===== src/hw/rtl/sgi_pkg.sv =====
`default_nettype none
package sgi_pkg;

   // coordinate width; every other width follows from it
   localparam int COORD_BITS = 16;

   localparam int AW  = COORD_BITS + 1;         // a, b line terms
   localparam int PW  = 2 * COORD_BITS;         // coordinate products
   localparam int CW  = 2 * COORD_BITS + 1;     // c line terms
   localparam int DPW = 2 * COORD_BITS + 2;     // a*b products
   localparam int DW  = 2 * COORD_BITS + 3;     // determinant
   localparam int NPW = 3 * COORD_BITS + 2;     // c*b and a*c products
   localparam int NW  = 3 * COORD_BITS + 3;     // numerators and quotients
   localparam int RW  = DW + 1;                 // divider partial remainder
   localparam int EW  = COORD_BITS + 3;         // segment test width

   localparam logic [1:0] OUT_PARALLEL = 2'd0;
   localparam logic [1:0] OUT_CROSS    = 2'd1;
   localparam logic [1:0] OUT_HIT      = 2'd2;

   typedef struct packed {
      logic signed [COORD_BITS-1:0] x1;
      logic signed [COORD_BITS-1:0] y1;
      logic signed [COORD_BITS-1:0] x2;
      logic signed [COORD_BITS-1:0] y2;
      logic signed [COORD_BITS-1:0] x3;
      logic signed [COORD_BITS-1:0] y3;
      logic signed [COORD_BITS-1:0] x4;
      logic signed [COORD_BITS-1:0] y4;
   } coord_set_type;

   typedef struct packed {
      logic [RW-1:0] rem;
      logic [NW-1:0] num;
      logic [NW-1:0] quo;
      logic          neg;
   } div_lane_type;

   typedef struct packed {
      coord_set_type pts;
      logic          par;
      logic [DW-1:0] den;
   } div_side_type;

   typedef struct packed {
      div_lane_type lx;
      div_lane_type ly;
      div_side_type side;
   } div_item_type;

endpackage
`default_nettype wire


===== src/hw/rtl/sgi_div_cell.sv =====
`default_nettype none
module sgi_div_cell import sgi_pkg::*; (
   input  wire logic         clock,
   input  wire logic         reset,
   input  wire logic         adv,
   input  wire logic         in_valid,
   input  wire div_item_type in_item,
   output logic              out_valid,
   output div_item_type      out_item
);

   // one restoring division step: shift in the next numerator bit
   function automatic div_lane_type div_step(div_lane_type l, logic [DW-1:0] d);
      div_lane_type r;
      logic [RW-1:0] trial;
      logic          take;
      trial = {l.rem[RW-2:0], l.num[NW-1]};
      take  = (trial >= {1'b0, d});
      r     = l;
      r.rem = take ? (trial - {1'b0, d}) : trial;
      r.num = {l.num[NW-2:0], 1'b0};
      r.quo = {l.quo[NW-2:0], take};
      return r;
   endfunction

   logic         valid_ff;
   div_item_type item_ff, item_in;

   always_comb begin
      item_in    = in_item;
      item_in.lx = div_step(in_item.lx, in_item.side.den);
      item_in.ly = div_step(in_item.ly, in_item.side.den);
   end

   always_ff @(posedge clock) begin
      if (reset) begin
         valid_ff <= 1'b0;
      end else if (adv) begin
         valid_ff <= in_valid;
      end
   end

   always_ff @(posedge clock) begin
      if (adv) begin
         item_ff <= item_in;
      end
   end

   assign out_valid = valid_ff;
   assign out_item  = item_ff;

endmodule
`default_nettype wire


===== config.mk =====
export PLATFORM = sky130hd
export DESIGN_NAME = sgi_div_cell
export DESIGN_NICKNAME = d
export VERILOG_FILES = /design/src/hw/rtl/sgi_pkg.sv /design/src/hw/rtl/sgi_div_cell.sv
export SDC_FILE = /design/constraint.sdc
export NUM_CORES = 1
export LEC_CHECK = 0
export ABC_CLOCK_PERIOD_IN_PS = 3900
export BUFFER_PORTS_ARGS = -buffer_cell sky130_fd_sc_hd__buf_2
export CAP_MARGIN = 20
export CORE_AREA = 2 2 341 343
export CTS_BUF_LIST = sky130_fd_sc_hd__clkbuf_16
export CTS_CLUSTER_DIAMETER = 60
export DETAILED_ROUTE_END_ITERATION = 10
export DIE_AREA = 0 0 343 345
export GPL_TIMING_DRIVEN = 0
export SLEW_MARGIN = 10
export SYNTH_ARGS = -nofsm -noshare
export SYNTH_HDL_FRONTEND = slang
export SYNTH_SLANG_ARGS = --single-unit
export TNS_END_PERCENT = 10

===== constraint.sdc =====
create_clock -name clock -period 3.9 [get_ports clock]
set_input_delay 0.78 -clock clock [delete_from_list [all_inputs] [get_ports clock]]
set_output_delay 0.78 -clock clock [all_outputs]
set_load 0.005 [all_outputs]

## Word level (Yosys, flattened, before mapping)

Index checks and enable logic that the tools add are counted.

- Bits in registers: 441
- Input port bits: 446
- Output and inout bits: 443
- Word-level logic and storage cells: 25

- Add/subtract/negate cells: 2
- Order comparisons: 2
- Mux-type cells: 2

Operator list:

| kind | count |
|---|---|
| $ge 36x35->1 | 2 |
| $mux 36 | 2 |
| $sub 36x35->36 | 2 |

## Depth between registers and ports, before layout

- Depth after elaboration: 2
- Depth in mapped cells: 14
- Depth with buffers taken out: 13

## Worst setup path after synthesis

No wires, ideal clock.

- Path kind: input to register
- Start point: input in_item[266] (netlist name)
- End point: register item_ff, in the netlist out_item[288], data pin
- Setup time: 0.267 ns
- Data arrival time: 3.094 ns
- Data required time: 3.633 ns
- Path slack: 0.539 ns
- Cell stages on the path: 13
- Buffers on the path: 1
- Cells stage by stage: inv_1 > ha_1 > fa_1 > and2b_1 > nor3_1 > o21a_1 > o211ai_2 > nand4_2 > o311ai_4 > o31ai_4 > clkbuf_1 > nand2_1 > o21ai_0

RTL lines:

| what | RTL line | text |
|---|---|---|
| from (decl) | sgi_div_cell.sv:7 | `input wire div_item_type in_item,` |
| to (signal assigned) | sgi_div_cell.sv:45 | `item_ff <= item_in;` |
| to (decl) | sgi_div_cell.sv:27 | `div_item_type item_ff, item_in;` |

==> metrics.csv <==
stage,metric,value,unit
outcome,status,finished clean,
synth,synth_cells,1151,
die,die_w,343,µm
final_layout,final_util,0.233,
die,rows,125,
final_layout,final_cells,3715,
synth,synth-edff-count,440,
detailed_routing,m1WireLength,39600,µm
power,p_per_area,538,mW/mm²
detailed_routing,wl_met2,50400,µm
hold_path,min_path_cells,2,
synth,synth_area,0.0179,mm²
final_layout,final_common_cell,buf_2,
synth,ys.flop_type,edfxtp_1,
sta,finClkSkew,0,ns
power,ir_worst_vdd,0.000285,V
worst_setup_path,reg2reg_slack,3.32,ns
place,place_congestion,0.970,
worst_setup_path,reg2reg_to,out_valid$_SDFFE_PP0P_,
synth,async_flop_share,0,
synth,synth_seq_cells,441,
clock_tree,cts_max_path_buffers,3,
synth,seq_area_frac_synth,0.740,
worst_setup_path,path_class,in -> reg,
die,dieArea,0.118,mm²
hold_path,hold_class,in -> reg,
final_layout,layout_common_cells,"888 x buf_2, 440 x edfxtp_1, 86 x a21oi_1",
sta,rsz0062_at_grt,false,
clock_tree,clkTransAtPathRegs,0.05,ns
die,start_util,0.155,
detailed_routing,drtIter0Drc,935,
global_route,grt_pass1_vias,13973,
sta,slew_viol_final,0,
final_layout,drive_gt1_frac,0.485,
power,power,0.0144,W
final_layout,syn_to_final_growth,49.8,%
sta,clock.fmax,0.263,GHz
job,cap_violations,0,
detailed_routing,final_antenna_net_count,0,
detailed_routing,met3_length,16400,µm
sta,setup_slack,0.0980,ns
sta,tightest_slew,0.788,ns
worst_setup_path,crit_path_start_kind,input port,
detailed_routing,vias,14616,
clock_tree,cts_tree,built,
global_route,grt_max_degree,111,
clock_tree,cts_buffers,74,
sta,relSlewSlack,0.472,
detailed_routing,drcViolationCount,0,
hold_path,min_from,reset,
synth,synth_area_leaders,"edfxtp_1 74%, ha_1 4.9%, a21oi_1 2.4%",
synth,synth_top_area_cell,edfxtp_1,
sta,fin_crit,3.80,ns
sta,setup_viol,0,
clock_tree,cts_root_buf,clkbuf_16,
global_route,grt_overflow,0,
worst_setup_path,cp_data_required_time,4.34,ns
place,pre_cts_slack,-1.01,ns
hold_path,min_to,out_valid$_SDFFE_PP0P_,
clock_tree,hold_buffers,0,
die,die_h,345,µm
clock_tree,cts_sinks,441,
synth,avgSynthCellArea,15.5,µm²
detailed_routing,via_per_inst,3.93,
sta,period_share,0.975,
synth,synth_top_area_frac,0.739,
final_layout,final_area,0.0268,mm²
synth,ys_warn_count,0,
worst_setup_path,reg2reg_depth,2,
final_layout,nets,2634,
power,p_leak,11.4,nW
global_route,antenna_found_initial,121,
detailed_routing,dr.pass1.iters,5,
die,io_pins,889,
final_layout,nFillCells,12368,
die,core_area,0.115,mm²
worst_setup_path,critPathMaxFanout,5,
sta,hold_viol_final,0,
detailed_routing,route.final.wire_length,110000,µm
detailed_routing,wl_per_cell,29.6,µm
global_route,grt_pass1_wl,137000,µm
clock_tree,cts_htree_levels,3,
worst_setup_path,worstPathArrival,4.24,ns
clock_tree,clk_latency,0.62,ns
synth,synth_cell_types,66,
place,placed_area,0.0243,mm²
detailed_routing,dr.max_layer_used,met5,
worst_setup_path,crit_path_end_kind,flop,
global_route,grt.total_usage,0.178,
place,hpwl,93100,µm
place,io_buffers,882,
worst_setup_path,worstReg2RegStart,out_valid$_SDFFE_PP0P_,
place,place_inst,3563,
cell families after synthesis:
logic type	synth area share
fa+ha+maj	0.0512
compound gates	0.0965
xor+xnor	0.0284
other cells	0.000210
buf+inv	0.0181
flops	0.740
simple gates	0.0558
mux	0.00931
per-stage QoR:
stage	hold WS, ns	setup TNS (ns)
floorplan	0.485	0
global placement	0.482	-2365.85
detailed placement	0.486	-51.69
CTS	0.255	0
global route	0.277	0
finish	0.319	0
timing repair:
action | in CTS | in global routing
setup buffers | 1 | 0
endpoints found under the setup margin | 43 | 29
pin swaps | 1 | 0
resized for setup | 7 | 5
endpoints found under the hold margin | 0 | 0
where the power goes:
group	switching [W]	total [W]	leakage, nW	internal, W
Sequential	0.000130	0.00588	4.31	0.00575
Combinational	0.00132	0.00214	5.87	0.000814
Clock	0.00257	0.00638	1.17	0.00382
worst max path at each step:
stage,from,to,slack [ns],depth (start not counted)
4_1_cts,in_item[405],out_item[416]$_DFFE_PP_,0.05,15
3_3_place_gp,adv,out_valid$_SDFFE_PP0P_,-5.44,3
5_1_grt,in_item[33],out_item[165]$_DFFE_PP_,0.02,10
3_5_place_dp,in_item[0],out_item[299]$_DFFE_PP_,-1.01,12
2_1_floorplan,in_item[266],out_item[288]$_DFFE_PP_,0.54,13
6_report,in_item[0],out_item[297]$_DFFE_PP_,0.1,13
registers in the layout, indices dropped and copies added, names as in the netlist:
signal     cells
out_item     440
out_valid      1
cell usage after synthesis, drive strengths merged, types with 19 or more instances:
library cell	count
clkbuf	19
xnor2	31
a21oi	89
inv	51
nand3	21
xor2	27
nor2	57
o21ai	71
edfxtp	440
nand2	73
a21o	41
ha	70
worst max-delay path: stages:
cell and delay, ns:
buf_2 0.14, ha_1 0.24, fa_1 0.40, and2b_1 0.29
nor3_1 0.07, o21a_1 0.28, o211ai_2 0.26, nand4_2 0.32
o31ai_1 0.54, a221o_1 0.37, a21boi_0 0.15, xor2_1 0.16
o21ai_0 0.22
final cells by class:
cell class	count	area, µm²	area share
repair buffers	888	4550	0.170
diodes	19	47.5	0.00178
clock inverters	57	493	0.0184
multi-input cells	630	4330	0.162
inverters	51	191	0.00715
clock buffers	75	1880	0.0701
flip-flops and latches	441	13200	0.494
plain buffers	30	145	0.00542
well taps	1524	1910	0.0712
routing by layer:
| layer | vias up | GRT usage |
|---|---|---|
| li1 | 6363 | - |
| met1 | 7019 | 0.194 |
| met2 | 940 | 0.287 |
| met3 | 242 | 0.108 |
| met4 | 52 | 0.0495 |
| met5 | - | 0 |
(Power assumes the default switching activity.)
